--- src/design/whm_pkg.sv ---
// Shared types, constants and helper functions for the working-hours meter.
`timescale 1ns / 1ps
`default_nettype none

package whm_pkg;

    localparam int unsigned HOURS_W      = 32;
    localparam int unsigned MINS_W       = 11;
    localparam int unsigned TGT_W        = 3;
    localparam int unsigned CHK_W        = 8;
    localparam int unsigned NSLOT        = 4;
    localparam int unsigned QUEUE_DEPTH  = 2;

    localparam logic [MINS_W-1:0]  DAY_MINUTES = 11'd1440;
    localparam logic [HOURS_W-1:0] DAY_HOURS   = 32'd24;
    localparam logic [CHK_W-1:0]   CHECK_BIAS  = 8'hAA;
    localparam logic [CHK_W-1:0]   CLEAR_CHECK = 8'h57;

    // minutes / 60 as (m * 2185) >> 17, exact for every 11-bit count
    localparam logic [11:0] DIV60_MUL   = 12'd2185;
    localparam int unsigned DIV60_SHIFT = 17;
    localparam int unsigned PROD_W      = MINS_W + 12;

    localparam logic [TGT_W-1:0] TGT_SYS_HOURS  = 3'd0;
    localparam logic [TGT_W-1:0] TGT_SYS_EIGHTH = 3'd1;
    localparam logic [TGT_W-1:0] TGT_BL_HOURS   = 3'd2;
    localparam logic [TGT_W-1:0] TGT_BL_EIGHTH  = 3'd3;
    localparam logic [TGT_W-1:0] TGT_NONE       = 3'd4;

    typedef enum logic [1:0] {
        ACT_TICK      = 2'd0,
        ACT_RESTORE   = 2'd1,
        ACT_CLEAR_SYS = 2'd2,
        ACT_CLEAR_BL  = 2'd3
    } t_action;

    typedef enum logic [2:0] {
        REG_SYS_HOURS  = 3'd0,
        REG_SYS_CHECK  = 3'd1,
        REG_SYS_EIGHTH = 3'd2,
        REG_BL_HOURS   = 3'd3,
        REG_BL_CHECK   = 3'd4,
        REG_BL_EIGHTH  = 3'd5
    } t_reg;

    // saved values read back from storage
    typedef struct packed {
        logic [HOURS_W-1:0] sys_hr;
        logic [CHK_W-1:0]   sys_check;
        logic [7:0]         sys_eighths;
        logic [HOURS_W-1:0] bl_hr;
        logic [CHK_W-1:0]   bl_check;
        logic [7:0]         bl_eighths;
    } t_saved;

    // one classified request: meter values after update and the writes due
    typedef struct packed {
        logic [HOURS_W-1:0] sys_hr;
        logic [MINS_W-1:0]  sys_min;
        logic [HOURS_W-1:0] bl_hr;
        logic [MINS_W-1:0]  bl_min;
        logic [NSLOT-1:0]   due;
        logic               clr;
    } t_job;

    function automatic logic [CHK_W-1:0] check_of(input logic [HOURS_W-1:0] h);
        logic [CHK_W-1:0] s;
        s = 8'd1 + h[7:0] + h[15:8] + h[23:16] + h[31:24];
        return s - CHECK_BIAS;
    endfunction

    function automatic logic [5:0] div60(input logic [MINS_W-1:0] m);
        logic [PROD_W-1:0] p;
        p = {{(PROD_W-MINS_W){1'b0}}, m} * {{(PROD_W-12){1'b0}}, DIV60_MUL};
        return p[DIV60_SHIFT +: 6];
    endfunction

endpackage

`default_nettype wire

--- src/design/whm_queue.sv ---
// Short request queue between the classifying front and the result back end.
`timescale 1ns / 1ps
`default_nettype none

module whm_queue #(
    parameter int unsigned DEPTH = whm_pkg::QUEUE_DEPTH
) (
    input  wire logic          i_clk,
    input  wire logic          i_rst_n,
    input  wire logic          i_push,
    input  wire whm_pkg::t_job i_data,
    input  wire logic          i_pop,
    output whm_pkg::t_job      o_data,
    output logic               o_full,
    output logic               o_empty
);
    import whm_pkg::*;

    localparam int unsigned PTR_W = (DEPTH > 1) ? $clog2(DEPTH) : 1;
    localparam int unsigned CNT_W = $clog2(DEPTH + 1);
    localparam logic [PTR_W-1:0] LAST = PTR_W'(DEPTH - 1);
    localparam logic [CNT_W-1:0] FULL = CNT_W'(DEPTH);

    t_job             r_mem [DEPTH];
    logic [PTR_W-1:0] r_wr;
    logic [PTR_W-1:0] r_rd;
    logic [CNT_W-1:0] r_cnt;
    logic [PTR_W-1:0] n_wr;
    logic [PTR_W-1:0] n_rd;
    logic [CNT_W-1:0] n_cnt;

    assign o_full  = (r_cnt == FULL);
    assign o_empty = (r_cnt == '0);
    assign o_data  = r_mem[r_rd];

    // advance pointers with wrap at the queue depth
    always_comb begin
        n_wr  = r_wr;
        n_rd  = r_rd;
        n_cnt = r_cnt;
        if (i_push) begin
            n_wr = (r_wr == LAST) ? '0 : r_wr + 1'b1;
        end
        if (i_pop) begin
            n_rd = (r_rd == LAST) ? '0 : r_rd + 1'b1;
        end
        case ({i_push, i_pop})
            2'b10:   n_cnt = r_cnt + 1'b1;
            2'b01:   n_cnt = r_cnt - 1'b1;
            default: n_cnt = r_cnt;
        endcase
    end

    always_ff @(posedge i_clk) begin
        if (!i_rst_n) begin
            r_wr  <= '0;
            r_rd  <= '0;
            r_cnt <= '0;
        end else begin
            r_wr  <= n_wr;
            r_rd  <= n_rd;
            r_cnt <= n_cnt;
        end
    end

    // store the request
    always_ff @(posedge i_clk) begin
        if (i_push) begin
            r_mem[r_wr] <= i_data;
        end
    end

`ifndef SYNTHESIS
    a_no_overflow: assert property (@(posedge i_clk) disable iff (!i_rst_n)
        i_push |-> (!o_full || i_pop))
        else $error("request pushed into a full queue");

    a_no_underflow: assert property (@(posedge i_clk) disable iff (!i_rst_n)
        i_pop |-> !o_empty)
        else $error("request popped from an empty queue");
`endif

endmodule

`default_nettype wire

--- src/design/whm_front.sv ---
// Front end: accepts requests, updates both meters and lists the writes due.
`timescale 1ns / 1ps
`default_nettype none

module whm_front (
    input  wire logic                           i_clk,
    input  wire logic                           i_rst_n,
    input  wire logic                           i_valid,
    output logic                                o_ready,
    input  wire logic [1:0]                     i_action,
    input  wire logic                           i_backlight_on,
    input  wire whm_pkg::t_saved                i_saved,
    input  wire logic                           i_queue_full,
    output logic                                o_push,
    output whm_pkg::t_job                       o_job
);
    import whm_pkg::*;

    logic [HOURS_W-1:0] r_sys_hr;
    logic [MINS_W-1:0]  r_sys_min;
    logic [HOURS_W-1:0] r_bl_hr;
    logic [MINS_W-1:0]  r_bl_min;

    logic [HOURS_W-1:0] n_sys_hr;
    logic [MINS_W-1:0]  n_sys_min;
    logic [HOURS_W-1:0] n_bl_hr;
    logic [MINS_W-1:0]  n_bl_min;

    logic [MINS_W-1:0]  sys_m1;
    logic [MINS_W-1:0]  bl_m1;
    logic               sys_roll;
    logic               bl_roll;
    logic [MINS_W-1:0]  sys_tick_m;
    logic [MINS_W-1:0]  bl_tick_m;
    logic [NSLOT-1:0]   due;
    logic               clr;
    t_action            act;

    assign act     = t_action'(i_action);
    assign o_ready = !i_queue_full;
    assign o_push  = i_valid && o_ready;

    // one minute step of each meter, with day rollover
    assign sys_m1     = r_sys_min + 1'b1;
    assign bl_m1      = r_bl_min + 1'b1;
    assign sys_roll   = (sys_m1 >= DAY_MINUTES);
    assign bl_roll    = (bl_m1 >= DAY_MINUTES);
    assign sys_tick_m = sys_roll ? '0 : sys_m1;
    assign bl_tick_m  = bl_roll ? '0 : bl_m1;

    // decode the action into new meter values and the writes it causes
    always_comb begin
        n_sys_hr  = r_sys_hr;
        n_sys_min = r_sys_min;
        n_bl_hr   = r_bl_hr;
        n_bl_min  = r_bl_min;
        due       = '0;
        clr       = 1'b0;
        unique case (act)
            ACT_TICK: begin
                n_sys_min = sys_tick_m;
                n_sys_hr  = sys_roll ? r_sys_hr + DAY_HOURS : r_sys_hr;
                due[0]    = sys_roll;
                due[1]    = (sys_tick_m[2:0] == 3'd0);
                if (i_backlight_on) begin
                    n_bl_min = bl_tick_m;
                    n_bl_hr  = bl_roll ? r_bl_hr + DAY_HOURS : r_bl_hr;
                    due[2]   = bl_roll;
                    due[3]   = (bl_tick_m[2:0] == 3'd0);
                end
            end
            ACT_RESTORE: begin
                n_sys_hr  = (check_of(i_saved.sys_hr) == i_saved.sys_check)
                            ? i_saved.sys_hr : '0;
                n_sys_min = {i_saved.sys_eighths, 3'b000};
                n_bl_hr   = (check_of(i_saved.bl_hr) == i_saved.bl_check)
                            ? i_saved.bl_hr : '0;
                n_bl_min  = {i_saved.bl_eighths, 3'b000};
            end
            ACT_CLEAR_SYS: begin
                n_sys_hr  = '0;
                n_sys_min = '0;
                due       = 4'b0011;
                clr       = 1'b1;
            end
            ACT_CLEAR_BL: begin
                n_bl_hr  = '0;
                n_bl_min = '0;
                due      = 4'b1100;
                clr      = 1'b1;
            end
            default: begin
                due = '0;
            end
        endcase
    end

    always_comb begin
        o_job.sys_hr  = n_sys_hr;
        o_job.sys_min = n_sys_min;
        o_job.bl_hr   = n_bl_hr;
        o_job.bl_min  = n_bl_min;
        o_job.due     = due;
        o_job.clr     = clr;
    end

    // commit meter state on each accepted request
    always_ff @(posedge i_clk) begin
        if (!i_rst_n) begin
            r_sys_hr  <= '0;
            r_sys_min <= '0;
            r_bl_hr   <= '0;
            r_bl_min  <= '0;
        end else if (o_push) begin
            r_sys_hr  <= n_sys_hr;
            r_sys_min <= n_sys_min;
            r_bl_hr   <= n_bl_hr;
            r_bl_min  <= n_bl_min;
        end
    end

`ifndef SYNTHESIS
    a_clear_sys: assert property (@(posedge i_clk) disable iff (!i_rst_n)
        (o_push && act == ACT_CLEAR_SYS) |=> (r_sys_hr == '0 && r_sys_min == '0))
        else $error("system meter not cleared");
`endif

endmodule

`default_nettype wire

--- src/design/whm_back.sv ---
// Back end: issues the writes of each queued request one per cycle while the result output is not stalled.
`timescale 1ns / 1ps
`default_nettype none

module whm_back (
    input  wire logic                           i_clk,
    input  wire logic                           i_rst_n,
    input  wire whm_pkg::t_job                  i_job,
    input  wire logic                           i_queue_empty,
    output logic                                o_pop,
    output logic                                o_valid,
    input  wire logic                           i_ready,
    output logic [whm_pkg::TGT_W-1:0]           o_write_target,
    output logic [whm_pkg::HOURS_W-1:0]         o_write_value,
    output logic [whm_pkg::CHK_W-1:0]           o_write_check,
    output logic [whm_pkg::HOURS_W-1:0]         o_system_hours_shown,
    output logic [whm_pkg::HOURS_W-1:0]         o_backlight_hours_shown,
    output logic                                o_last_of_run
);
    import whm_pkg::*;

    logic               r_active;
    logic [NSLOT-1:0]   r_rem;
    logic               r_out_valid;
    logic [TGT_W-1:0]   r_target;
    logic [HOURS_W-1:0] r_value;
    logic [CHK_W-1:0]   r_check;
    logic [HOURS_W-1:0] r_sys_shown;
    logic [HOURS_W-1:0] r_bl_shown;
    logic               r_last;

    logic               n_active;
    logic [NSLOT-1:0]   n_rem;
    logic [NSLOT-1:0]   rem;
    logic [NSLOT-1:0]   sel;
    logic [NSLOT-1:0]   left;
    logic               load;
    logic [TGT_W-1:0]   tgt;
    logic [HOURS_W-1:0] value;
    logic [CHK_W-1:0]   check;

    // pending writes of the head request; lowest slot goes first
    assign rem  = r_active ? r_rem : i_job.due;
    assign sel  = rem & (~rem + 1'b1);
    assign left = rem & ~sel;
    assign load = !i_queue_empty && (!r_out_valid || i_ready);
    assign o_pop = load && (left == '0);

    // select the write for the chosen slot
    always_comb begin
        tgt   = TGT_NONE;
        value = '0;
        check = '0;
        unique case (sel)
            4'b0001: begin
                tgt   = TGT_SYS_HOURS;
                value = i_job.sys_hr;
                check = i_job.clr ? CLEAR_CHECK : check_of(i_job.sys_hr);
            end
            4'b0010: begin
                tgt   = TGT_SYS_EIGHTH;
                value = {{(HOURS_W-8){1'b0}}, i_job.sys_min[MINS_W-1:3]};
            end
            4'b0100: begin
                tgt   = TGT_BL_HOURS;
                value = i_job.bl_hr;
                check = i_job.clr ? CLEAR_CHECK : check_of(i_job.bl_hr);
            end
            4'b1000: begin
                tgt   = TGT_BL_EIGHTH;
                value = {{(HOURS_W-8){1'b0}}, i_job.bl_min[MINS_W-1:3]};
            end
            default: begin
                tgt = TGT_NONE;
            end
        endcase
    end

    // track the request in progress
    always_comb begin
        n_active = r_active;
        n_rem    = r_rem;
        if (load) begin
            n_active = (left != '0);
            n_rem    = left;
        end
    end

    always_ff @(posedge i_clk) begin
        if (!i_rst_n) begin
            r_active    <= 1'b0;
            r_rem       <= '0;
            r_out_valid <= 1'b0;
        end else begin
            r_active <= n_active;
            r_rem    <= n_rem;
            if (load) begin
                r_out_valid <= 1'b1;
            end else if (i_ready) begin
                r_out_valid <= 1'b0;
            end
        end
    end

    // hold the result until it is taken
    always_ff @(posedge i_clk) begin
        if (load) begin
            r_target    <= tgt;
            r_value     <= value;
            r_check     <= check;
            r_sys_shown <= i_job.sys_hr + {{(HOURS_W-6){1'b0}}, div60(i_job.sys_min)};
            r_bl_shown  <= i_job.bl_hr + {{(HOURS_W-6){1'b0}}, div60(i_job.bl_min)};
            r_last      <= (left == '0);
        end
    end

    assign o_valid                 = r_out_valid;
    assign o_write_target          = r_target;
    assign o_write_value           = r_value;
    assign o_write_check           = r_check;
    assign o_system_hours_shown    = r_sys_shown;
    assign o_backlight_hours_shown = r_bl_shown;
    assign o_last_of_run           = r_last;

`ifndef SYNTHESIS
    a_none_is_last: assert property (@(posedge i_clk) disable iff (!i_rst_n)
        (r_out_valid && r_target == TGT_NONE) |-> r_last)
        else $error("empty result not marked last");

    a_check_on_hours: assert property (@(posedge i_clk) disable iff (!i_rst_n)
        (r_out_valid && (r_target == TGT_SYS_EIGHTH || r_target == TGT_BL_EIGHTH
                         || r_target == TGT_NONE)) |-> (r_check == '0))
        else $error("check byte on a non-hours write");

    a_active_has_rem: assert property (@(posedge i_clk) disable iff (!i_rst_n)
        r_active |-> (r_rem != '0))
        else $error("request in progress with nothing pending");
`endif

endmodule

`default_nettype wire

--- src/design/working_hours_meter.sv ---
// Top level: saved-value registers, front end, request queue and back end.
// An accepted request is held in the request queue; its first result is registered in the back end.
// Throughput: one result per cycle while the output is not stalled, one result per
// write that a request causes (a single empty result when none is due).
// The front end takes a new request every cycle while the request queue has room.
// Reset (synchronous, active low) clears both meters, the queue and the registers.
`timescale 1ns / 1ps
`default_nettype none

module working_hours_meter #(
    parameter int unsigned QUEUE_DEPTH = whm_pkg::QUEUE_DEPTH
) (
    input  wire logic                           i_clk,
    input  wire logic                           i_rst_n,
    input  wire logic                           i_valid,
    output logic                                o_ready,
    input  wire logic [1:0]                     i_action,
    input  wire logic                           i_backlight_on,
    output logic                                o_valid,
    input  wire logic                           i_ready,
    output logic [whm_pkg::TGT_W-1:0]           o_write_target,
    output logic [whm_pkg::HOURS_W-1:0]         o_write_value,
    output logic [whm_pkg::CHK_W-1:0]           o_write_check,
    output logic [whm_pkg::HOURS_W-1:0]         o_system_hours_shown,
    output logic [whm_pkg::HOURS_W-1:0]         o_backlight_hours_shown,
    output logic                                o_last_of_run,
    input  wire logic                           psel,
    input  wire logic                           penable,
    input  wire logic                           pwrite,
    input  wire logic [4:0]                     paddr,
    input  wire logic [31:0]                    pwdata,
    output logic [31:0]                         prdata,
    output logic                                pready
);
    import whm_pkg::*;

    t_saved r_saved;
    t_job   front_job;
    t_job   head_job;
    logic   push;
    logic   pop;
    logic   q_full;
    logic   q_empty;
    logic   wr_en;
    t_reg   reg_idx;

    assign pready  = 1'b1;
    assign wr_en   = psel && penable && pwrite && pready;
    assign reg_idx = t_reg'(paddr[4:2]);

    // write the saved-value registers
    always_ff @(posedge i_clk) begin
        if (!i_rst_n) begin
            r_saved <= '0;
        end else if (wr_en) begin
            unique case (reg_idx)
                REG_SYS_HOURS:  r_saved.sys_hr      <= pwdata;
                REG_SYS_CHECK:  r_saved.sys_check   <= pwdata[7:0];
                REG_SYS_EIGHTH: r_saved.sys_eighths <= pwdata[7:0];
                REG_BL_HOURS:   r_saved.bl_hr       <= pwdata;
                REG_BL_CHECK:   r_saved.bl_check    <= pwdata[7:0];
                REG_BL_EIGHTH:  r_saved.bl_eighths  <= pwdata[7:0];
                default:        r_saved <= r_saved;
            endcase
        end
    end

    // read back the addressed register
    always_comb begin
        unique case (reg_idx)
            REG_SYS_HOURS:  prdata = r_saved.sys_hr;
            REG_SYS_CHECK:  prdata = {24'd0, r_saved.sys_check};
            REG_SYS_EIGHTH: prdata = {24'd0, r_saved.sys_eighths};
            REG_BL_HOURS:   prdata = r_saved.bl_hr;
            REG_BL_CHECK:   prdata = {24'd0, r_saved.bl_check};
            REG_BL_EIGHTH:  prdata = {24'd0, r_saved.bl_eighths};
            default:        prdata = '0;
        endcase
    end

    whm_front u_front (
        .i_clk          (i_clk),
        .i_rst_n        (i_rst_n),
        .i_valid        (i_valid),
        .o_ready        (o_ready),
        .i_action       (i_action),
        .i_backlight_on (i_backlight_on),
        .i_saved        (r_saved),
        .i_queue_full   (q_full),
        .o_push         (push),
        .o_job          (front_job)
    );

    whm_queue #(
        .DEPTH (QUEUE_DEPTH)
    ) u_queue (
        .i_clk   (i_clk),
        .i_rst_n (i_rst_n),
        .i_push  (push),
        .i_data  (front_job),
        .i_pop   (pop),
        .o_data  (head_job),
        .o_full  (q_full),
        .o_empty (q_empty)
    );

    whm_back u_back (
        .i_clk                   (i_clk),
        .i_rst_n                 (i_rst_n),
        .i_job                   (head_job),
        .i_queue_empty           (q_empty),
        .o_pop                   (pop),
        .o_valid                 (o_valid),
        .i_ready                 (i_ready),
        .o_write_target          (o_write_target),
        .o_write_value           (o_write_value),
        .o_write_check           (o_write_check),
        .o_system_hours_shown    (o_system_hours_shown),
        .o_backlight_hours_shown (o_backlight_hours_shown),
        .o_last_of_run           (o_last_of_run)
    );

endmodule

`default_nettype wire
--- config.mk ---
export PLATFORM = sky130hd
export DESIGN_NAME = working_hours_meter
export DESIGN_NICKNAME = d
export VERILOG_FILES = /design/src/design/whm_pkg.sv /design/src/design/whm_queue.sv /design/src/design/whm_front.sv /design/src/design/whm_back.sv /design/src/design/working_hours_meter.sv
export SDC_FILE = /design/constraint.sdc
export NUM_CORES = 1
export LEC_CHECK = 0
export ABC_AREA = 0
export BUFFER_PORTS_ARGS = -buffer_cell sky130_fd_sc_hd__buf_4
export CORE_AREA = 2 2 167 332
export DETAILED_ROUTE_END_ITERATION = 8
export DIE_AREA = 0 0 169 334
export PLACE_DENSITY = 0.7
export SYNTH_ARGS = -nofsm -noshare
export SYNTH_HDL_FRONTEND = slang
export SYNTH_HIERARCHICAL = 1
export SYNTH_SLANG_ARGS = --single-unit
--- constraint.sdc ---
create_clock -name i_clk -period 6.66 [get_ports i_clk]
set_input_delay 0.666 -clock i_clk [delete_from_list [all_inputs] [get_ports i_clk]]
set_output_delay 0.666 -clock i_clk [all_outputs]
set_load 0.02 [all_outputs]
# ---- Word level (Yosys, flattened, before mapping)
# Memories as Yosys holds them, arrays and structs flattened. A register that Yosys moved wholly into a read port is not among the register bits.
# Cells that the tools add are included.
dict set report classes {
  add_sub_neg 31
  mul 2
  div 0
  magnitude_cmp 2
  n_eq_ne 17
  shifts 0
  muxes 31
  bitwise_logic 4
  n_reduce_logical 25
}
# cell count
set op_table {}
lappend op_table {{32-bit case mux with 3 select lines} 2}
lappend op_table {{32-bit case mux with 6 select lines} 1}
lappend op_table {{32-bit 2-to-1 mux} 5}
lappend op_table {{32-bit case mux with 4 select lines} 1}
lappend op_table {{8-bit adder} 12}
lappend op_table {{11-bit case mux with 3 select lines} 2}
lappend op_table {{32-bit by 5-bit adder with 32-bit output (second input constant)} 2}
lappend op_table {{32-bit by 6-bit adder with 32-bit output} 2}
lappend op_table {{11-bit by 12-bit multiplier with 23-bit output (second input constant)} 2}
lappend op_table {{11-bit 2-to-1 mux} 3}
lappend op_table {{1-bit by 8-bit adder with 8-bit output (first input constant)} 4}
lappend op_table {{8-bit subtractor (second input constant)} 4}
lappend op_table {{11-bit by 1-bit adder with 11-bit output (second input constant)} 2}
lappend op_table {{11-bit >= comparator (second input constant)} 2}
lappend op_table {{8-bit == test} 2}
lappend op_table {{8-bit 2-to-1 mux} 2}
lappend op_table {{8-bit case mux with 2 select lines} 1}
lappend op_table {{3-bit case mux with 4 select lines} 1}
lappend op_table {{4-bit case mux with 3 select lines} 1}
lappend op_table {{2-bit AND reduction} 6}
lappend op_table {{3-bit zero test} 3}
lappend op_table {{1-bit 2-to-1 mux} 9}
lappend op_table {{4-bit AND} 2}
lappend op_table {{2-bit == test (second input constant)} 4}
lappend op_table {{24 further kinds} 37}
dict set report word_totals {
  register_bits 300
  latch_bits 0
  mem_bits_rw 182
  romBits 0
  output_inout_bits 143
  elab_cells 135
  mem_count 1
}
# name words word_bits rd rd_ports_with_merged_regs wr line_no
set memory_table {}
lappend memory_table {u_queue.r_mem 2 91 1 1 1 whm_queue.sv:24} ;# t_job r_mem [DEPTH];

# ---- Depth between registers and ports, before layout
# Gate-level depths: netlist of the first run.
dict set report logic_depth {
  word_depth 10
  depth_mapped 24
}

# ---- By module
# The synthesis of the first run kept the hierarchy.
# mod n_inst cells_per_inst area_each_um2 seq_area_each_um2
set by_module_without_submodules {}
lappend by_module_without_submodules {whm_front 1 1270 9261.4 1721.7}
lappend by_module_without_submodules {whm_back 1 822 9097.5 3343.2}
lappend by_module_without_submodules {whm_queue 1 305 6756.5 5565.3}
lappend by_module_without_submodules {working_hours_meter 1 435 4271.6 1921.8}

# ---- Worst setup path after synthesis of the first run
# OpenSTA, ideal clock, no wires.
dict set report synth_timing {
  path_type {register to register}
  startpoint {reg u_queue.r_cnt[0]}
  endpoint {mem u_queue/r_mem[0][0] in the netlist's numbering (enable)}
  t_arrival_ns 5.541
  required_time_ns 6.117
  slack_ns 0.576
  stages_incl_launch_ff 9
  n_path_buf 2
  period_less_slack_ns 6.084
  path_cell_list {dfxtp_1 > and2b_2 > inv_1 > nand2_1 > inv_1 > clkbuf_1 > clkbuf_1 > inv_1 > nor2_1}
}
dict set report synth_between {
  elab_chain_cells 5
}
# element line_no
set synth_lines {}
lappend synth_lines {{start, declared} whm_queue.sv:27} ;# logic [CNT_W-1:0] r_cnt;
lappend synth_lines {{start signal, assigned} whm_queue.sv:62} ;# r_cnt <= n_cnt;
lappend synth_lines {{2-bit == test} whm_queue.sv:32} ;# assign o_full = (r_cnt == FULL);
lappend synth_lines {{named net q_full} working_hours_meter.sv:42} ;# logic q_full;
lappend synth_lines {{1-bit zero test} whm_front.sv:40} ;# assign o_ready = !i_queue_full;
lappend synth_lines {{named net o_ready} working_hours_meter.sv:16} ;# output logic o_ready,
lappend synth_lines {{1-bit logical AND} whm_front.sv:41} ;# assign o_push = i_valid && o_ready;
lappend synth_lines {{named net push} working_hours_meter.sv:40} ;# logic push;
lappend synth_lines {{1-bit 2-to-1 mux} whm_queue.sv:68} ;# if (i_push) begin
lappend synth_lines {{1-bit 2-to-1 mux (implied by the code)} whm_queue.sv:69} ;# r_mem[r_wr] <= i_data;
lappend synth_lines {{end, declared} whm_queue.sv:24}
# The timed path passes the listed nets, and every way through them passes these cells.

==> reports/results.ini, run 1 <==
[sta]
rsz0062_at_grt=no
tightest_slew_ns=1.11
finalSetupTns_ns=0
slew_viol_final=0
finalCritPeriodShare_pct=90.6
min_period_ns=6.03
skew_ns=0.0275
max_freq_mhz=166
final_hold_viol_count=0
finalSetupViolations=0
maxSlewHeadroom_pct=24.8
fin_ws_ns=0.626

[power_and_ir_drop]
pwr_density_cell_nw_per_um2=404
power_leakage_nw=12.6
ir_drop_v=0.000276

[synth]
synth-edff-count=290
synth_top_family_by_area=compound AO/OA/AOI/OAI gates
synth_compound_area_share_pct=14.9
ys_seq_elements=482
synth_simple_gate_area_share_pct=13.6
synthCells=2832
async_flop_share_pct=0
ys_types=105
yosysWarningCount=6
synth_area_per_cell_um2=10.4
seq_area_frac_synth_pct=42.7
synth-xor-area-share_pct=4.50
synth_fa_ha_area_share_pct=11.8
synthesis.nets=3114
ys.flop_type=edfxtp_1
syn-cell-area_um2=29400
synthMuxAreaShare_pct=7.61

[floorplan]
io_pins=190
die_w_um=169
placementRows=121
start_util_pct=54.2
fp.coreArea_um2=54200
die-area_um2=56400
die_h_um=334

[finish]
fin_nets=3230
drive_gt1_share_pct=16.5
area_growth_syn_to_layout_pct=11.4
post-route-util_pct=60.4
nFillCells=4561

[worst_setup_path]
worstPathArrival_ns=6.45
required_ns=7.07
crit_path_end_kind=flop
criticalPathCategory=reg -> reg
critPathMaxFanout=26
startpoint_type=flop

[detailed_routing]
drtAntennaViolNets=0
first_pass_iters=7
avgRoutedWirePerCell_um=26.1
vias_per_cell=6.41
first_iter_violations=2194
drt_wl_total_mm=95.5
route.detailed.drc=0
vias=23500

[clock_tree]
cts_root_buf=clkbuf_16
cts_tree=built
htreeDepth=2
insertion_delay_ns=0.59
hold_buffers=0
post_cts_buffers=0
ctsLongestPathBuffers=3
clock_sinks=482
clk_transition_reported_paths_ns=0.07
numCtsBuffers=44
post_cts_resized=0

[global_route]
grt_antenna_before_repair=1
met2_usage_pct=59.1
grt_use_met1_pct=34.2
grt_start_max_net_pins=93
grt_pass1_vias=23500
busiest_layer=met2
use_met3_pct=4.50
grt-ovfl-total=0
grt_first_pass_wirelength_mm=142
grtUsageTotal_pct=33.5

[placement]
portBuffers=186
gp_congestion=1.02
place_ws_ns=0.655
dp_hpwl_mm=72.8

[outcome]
status=completed

[worst_hold_path]
hold_class=in -> reg

[job]
max-cap-violations=0

-- power by group --
group          internal, W  leakage, nW  switching [W]
combinational      0.00251         7.56        0.00388
sequential         0.00403         4.34       0.000222
clock              0.00140        0.692        0.00117
-- stage by stage --
stage / area, um2 / power, W / cells / hold WS, ns
final: 32700 / 0.0132 / 3661 / 0.353
after global routing: 32700 / 0.0140 / 3660 / 0.352
after CTS: 32700 / 0.0133 / 3660 / 0.344
after detailed placement: 31300 / 0.0107 / 3578 / 0.464
after global placement: 31300 / 0.0105 / 3578 / 0.451
after floorplan: 29400 / 0.00859 / 2832 / 0.440
-- path summary, 6_finish.rpt --
kind	from	end	slack (ns)	cells after the start
worst min-delay path	pwdata[18]	r_saved[82]	0.35	3
worst max register to register	flop	u_back/o_backlight_hours_shown[11]	0.63	20
worst max-delay path	flop	u_back/o_backlight_hours_shown[11]	0.63	20
worst min register to register	r_saved[20]	r_saved[20]	0.47	2
-- cell type report --
cell class	instances	area, um2	area share, %
tap	676	846	2.58
multi-input combinational	2002	15400	47.2
sequential	482	12600	38.4
clock inverter	21	184	0.562
clock buffer	61	1250	3.81
timing repair buffer	232	1760	5.37
antenna	1	2.50	0.00764
inverter	186	701	2.14
-- critical path: stages, from the launching register on --
cell	delay [ns]
dfxtp_4	0.58
buf_4	0.32
mux2_2	0.42
ha_1	0.23
fa_1	0.37
inv_1	0.08
fa_1	0.40
inv_1	0.07
ha_1	0.18
ha_1	0.25
a31oi_1	0.21
o21ai_0	0.12
o21a_1	0.25
o311a_1	0.34
o22a_1	0.24
ha_1	0.33
o21ai_0	0.12
o31ai_1	0.42
and3_1	0.50
and3_1	0.23
xor2_1	0.21
-- cells in the final DEF (no fill, tap or decap), types with 70 or more instances in the layout --
cell type and n:
dfxtp_1 191, inv_1 183, buf_4 230, nand4_1 70, mux2i_1 103, nand2_1 292
xnor2_1 128, fa_1 72, edfxtp_1 290, mux2_2 105, a21oi_1 118, o21ai_0 140
nor2_1 104, ha_1 163
-- flip-flops by register name, indices dropped and copies added (netlist names), 2 cells and up, named ones only --
register,count
u_queue/r_cnt,2
u_back/o_write_target,3
u_queue/r_mem,182
u_front/r_bl_hr,32
u_back/o_backlight_hours_shown,32
r_saved,96
u_back/o_system_hours_shown,32
u_back/r_rem,3
u_front/r_bl_min,11
u_front/r_sys_hr,32
u_back/o_write_check,8
u_front/r_sys_min,11
u_back/o_write_value,32
-- routing by layer --
metal	wire, um	part of all wire [%]	up-vias
li1	-	-	10700
met1	31600	33	11300
met2	47800	50	1122
met3	5630	5.9	384
met4	10400	11	0
met5	0	0	-
-- logic make-up (layout without fill, tap and decap cells) --
| family | after synthesis | after routing |
|---|---|---|
| and+or+nand+nor | 775 | 775 |
| adders and majority gates | 235 | 235 |
| muxes | 209 | 209 |
| AOI/OAI and AO/OA | 631 | 631 |
| xor gates and xnor gates | 151 | 151 |
| DFF | 482 | 482 |
| other | 1 | 2 |
| buffers and inverters | 348 | 500 |
-- cells in the mapped netlist (all sizes together) (9+ instances only) --
cell type  count  area [um2]
ha           163        2040
o21ba         11         110
and4          18         158
nand2b        15        93.8
o31ai         11        82.6
nor4          22         159
a22oi         17         128
nand3         68         358
and2          19         119
buf           59         339
mux2         105        1180
a31o          11        96.3
mux2i        103        1030
dfxtp        192        3840
or4           14         109
a21o          26         195
xnor2        128        1120
and3          39         253
o21a          29         218
nor3          33         209
o211ai        19         175
or2           11        68.8
a31oi         43         269
clkbuf       103         388
a22o          51         447
a21oi        118         591
a41oi          9        78.8
nand2        295        1120
nor2b         15        93.8
xor2          23         201
or3           16         105
edfxtp       290        8710
o22ai         17         106
nor2         110         430
inv          186         698
o21ai        140         701
fa            72        1440
nand4         73         484
a221o          9        90.1
Power figures use the tool's default switching activity.
==> run 2, diff against run 1 <==
--- a/config.mk
+++ b/config.mk
@@ -7,10 +7,10 @@
 export LEC_CHECK = 0
 export ABC_AREA = 0
 export BUFFER_PORTS_ARGS = -buffer_cell sky130_fd_sc_hd__buf_4
-export CORE_AREA = 2 2 167 332
+export CORE_AREA = 2 2 184 367
 export DETAILED_ROUTE_END_ITERATION = 8
-export DIE_AREA = 0 0 169 334
-export PLACE_DENSITY = 0.7
+export DIE_AREA = 0 0 186 369
+export PLACE_DENSITY = 0.59
 export SYNTH_ARGS = -nofsm -noshare
 export SYNTH_HDL_FRONTEND = slang
 export SYNTH_HIERARCHICAL = 1
==> run 2 against run 1 <==
Effect of this change:
- clock power is 13% higher
- global-route usage is 4.4 points lower
- sequential share of layout area is 0.58 points lower
- fmax is 0.63% higher
- first-iteration DRC count is 28% lower
- worst hold slack worse by 0.0032 ns
- clock skew is 0.0019 ns lower
- wire length is 4.1% higher
- sequential power hardly changed
- non-clock buffer count is 7 higher
- register-to-register slack better by 0.04 ns
- sequential cell count stayed put
- critical path type unchanged
- critical endpoint is now u_back/o_system_hours_shown[11]
==> reports/results.ini, run 2 (synthesis results as in run 1) <==
[detailed_routing]
drt_wl_total_mm=99.4  ; was 95.5 mm
route.detailed.drc=0  ; unchanged
vias=23200  ; was 23500
first_pass_iters=5  ; was 7
first_iter_violations=1574  ; was 2194
drtAntennaViolNets=0  ; unchanged
vias_per_cell=6.00  ; was 6.41
avgRoutedWirePerCell_um=25.7  ; was 26.1 um

[power_and_ir_drop]
power_leakage_nw=12.7  ; was 12.6 nW
ir_drop_v=0.000351  ; was 0.000276 V
pwr_density_cell_nw_per_um2=407  ; was 404 nW/um2

[job]
max-cap-violations=0  ; unchanged

[worst_setup_path]
critPathMaxFanout=28  ; was 26
crit_path_frequent_cell=ha_1  ; unchanged
critPathMaxStageDelay_ns=0.59  ; was 0.58 ns
required_ns=6.99  ; was 7.07 ns
worstPathArrival_ns=6.33  ; was 6.45 ns
cpMaxStageDelayCell=dfxtp_4  ; unchanged
cp_top_family=adder cells  ; unchanged
crit_chain=mux2_2 > ha_1 > inv_1 > fa_1 > fa_1 > inv_1 > ha_1 > ha_1 > a31o_2 > a21oi_1 > nand3_1 > o311ai_0 > ha_1 > a21o_1 > a21oi_1 > o21ai_0 > and3_2 > and3_2 > xor2_1  ; was buf_4 > mux2_2 > ha_1 > fa_1 > inv_1 > fa_1 > inv_1 > ha_1 > ha_1 > a31oi_1 > o21ai_0 > o21a_1 > o311a_1 > o22a_1 > ha_1 > o21ai_0 > o31ai_1 > and3_1 > and3_1 > xor2_1
criticalPathCategory=reg -> reg  ; unchanged
crit_path_end_kind=flop  ; unchanged
startpoint_type=flop  ; unchanged
cp.buffers_inverters=2  ; was 3

[floorplan]
die_w_um=186  ; was 169 um
placementRows=133  ; was 121
die_h_um=369  ; was 334 um
fp.coreArea_um2=65700  ; was 54200 um2
io_pins=190  ; unchanged
die-area_um2=68600  ; was 56400 um2
start_util_pct=44.7  ; was 54.2%

[worst_hold_path]
hold_class=in -> reg  ; unchanged

[placement]
gp_congestion=1.01  ; was 1.02
dpl_cell_area_um2=31600  ; was 31300 um2
dp_hpwl_mm=76.9  ; was 72.8 mm
place_ws_ns=0.666  ; was 0.655 ns
post-place-cells=3786  ; was 3578
portBuffers=186  ; unchanged

[finish]
largest_register_ffs=182  ; unchanged
diodes=0  ; was 1
nFillCells=6036  ; was 4561
top_regs=u_queue/r_mem x182, r_saved x96  ; unchanged
instances_no_fill=3871  ; was 3661
layout_common_cells=292 x nand2_1, 290 x edfxtp_1, 238 x buf_4, 191 x dfxtp_1, 183 x inv_1  ; was 292 x nand2_1, 290 x edfxtp_1, 230 x buf_4, 191 x dfxtp_1, 183 x inv_1
regMostFlops=u_queue/r_mem  ; unchanged
layout_commonest_cell=nand2_1  ; unchanged
drive_gt1_share_pct=16.8  ; was 16.5%
area_growth_syn_to_layout_pct=13.1  ; was 11.4%
fin_nets=3239  ; was 3230
post-route-util_pct=50.6  ; was 60.4%
postLayoutCellArea_um2=33200  ; was 32700 um2

[sta]
final_hold_viol_count=0  ; unchanged
fin_ws_ns=0.663  ; was 0.626 ns
finalSetupViolations=0  ; unchanged
skew_ns=0.0256  ; was 0.0275 ns
max_freq_mhz=167  ; was 166 MHz
slew_viol_final=0  ; unchanged
rsz0062_at_grt=no  ; unchanged
tightest_slew_ns=1.19  ; was 1.11 ns
finalSetupTns_ns=0  ; unchanged
min_period_ns=6.00  ; was 6.03 ns
finalCritPeriodShare_pct=90.0  ; was 90.6%
maxSlewHeadroom_pct=20.6  ; was 24.8%

[global_route]
grt_start_max_net_pins=79  ; was 93
grt_pass1_vias=23300  ; was 23500
grt_antenna_before_repair=0  ; was 1
grt-ovfl-total=0  ; unchanged
grt_first_pass_wirelength_mm=147  ; was 142 mm
grtUsageTotal_pct=29.1  ; was 33.5%

[clock_tree]
post_cts_buffers=0  ; unchanged
htreeDepth=2  ; unchanged
cts_tree=built  ; unchanged
hold_buffers=0  ; unchanged
cts_root_buf=clkbuf_16  ; unchanged
numCtsBuffers=46  ; was 44
ctsLongestPathBuffers=3  ; unchanged
insertion_delay_ns=0.59  ; about the same
clk_transition_reported_paths_ns=0.07  ; about the same
clock_sinks=482  ; unchanged
post_cts_resized=0  ; unchanged

[outcome]
status=completed  ; unchanged

## run 2: cell types whose count changed in the layout (fill, tap and decap cells not counted), moves of 2 or more
| cell | change |
|---|---|
| clkinv_1 | +2 |
| buf_4 | +8 |
| clkinv_2 | -5 |
| bufinv_16 | +8 |
| clkbuf_1 | -3 |
## run 2: cell type report
cell class / count / area [um2] / area share [%]
Clock buffer: 57 / 1220 / 3.68
Tap cell: 877 / 1100 / 3.30
Clock inverter: 28 / 428 / 1.29
Timing Repair Buffer: 239 / 1800 / 5.41
Multi-Input combinational cell: 2002 / 15400 / 46.4
Sequential cell: 482 / 12600 / 37.8
Inverter: 186 / 701 / 2.11
## run 2: routing by layer
metal  up-vias  track usage (%)  wire length [um]
li1      10700                -                 -
met1     11300             30.1             33900
met2       932             51.9             50300
met3       306             3.07              4970
met4         0             24.5             10100
met5         -                0                 0
## run 2: path summary, 6_finish.rpt
kind,startpoint,endpoint,slack (ns),depth (start not counted)
min reg2reg,r_saved[22],r_saved[22],0.48,2
max reg2reg,flop,u_back/o_system_hours_shown[11],0.66,19
max,flop,u_back/o_system_hours_shown[11],0.66,19
min,pwdata[30],r_saved[94],0.35,3
## run 2: power breakdown
part | switching (W) | leakage (nW) | internal [W]
registers | 0.000234 | 4.34 | 0.00404
clock network | 0.00120 | 0.792 | 0.00170
logic | 0.00385 | 7.59 | 0.00250
total | 0.00528 | 12.7 | 0.00824
## run 2: metrics by stage
| step | total power (W) | hold WS, ns |
|---|---|---|
| floorplan | 0.00859 | 0.440 |
| global placement | 0.0105 | 0.454 |
| detailed placement | 0.0106 | 0.468 |
| CTS | 0.0136 | 0.327 |
| global route | 0.0144 | 0.344 |
| finish | 0.0135 | 0.350 |
## run 2: worst min-delay path: cells and delay by family
family	cells	cell delay, ns
simple gates	1	0.05
mux	1	0.11
buf+inv	1	0.07
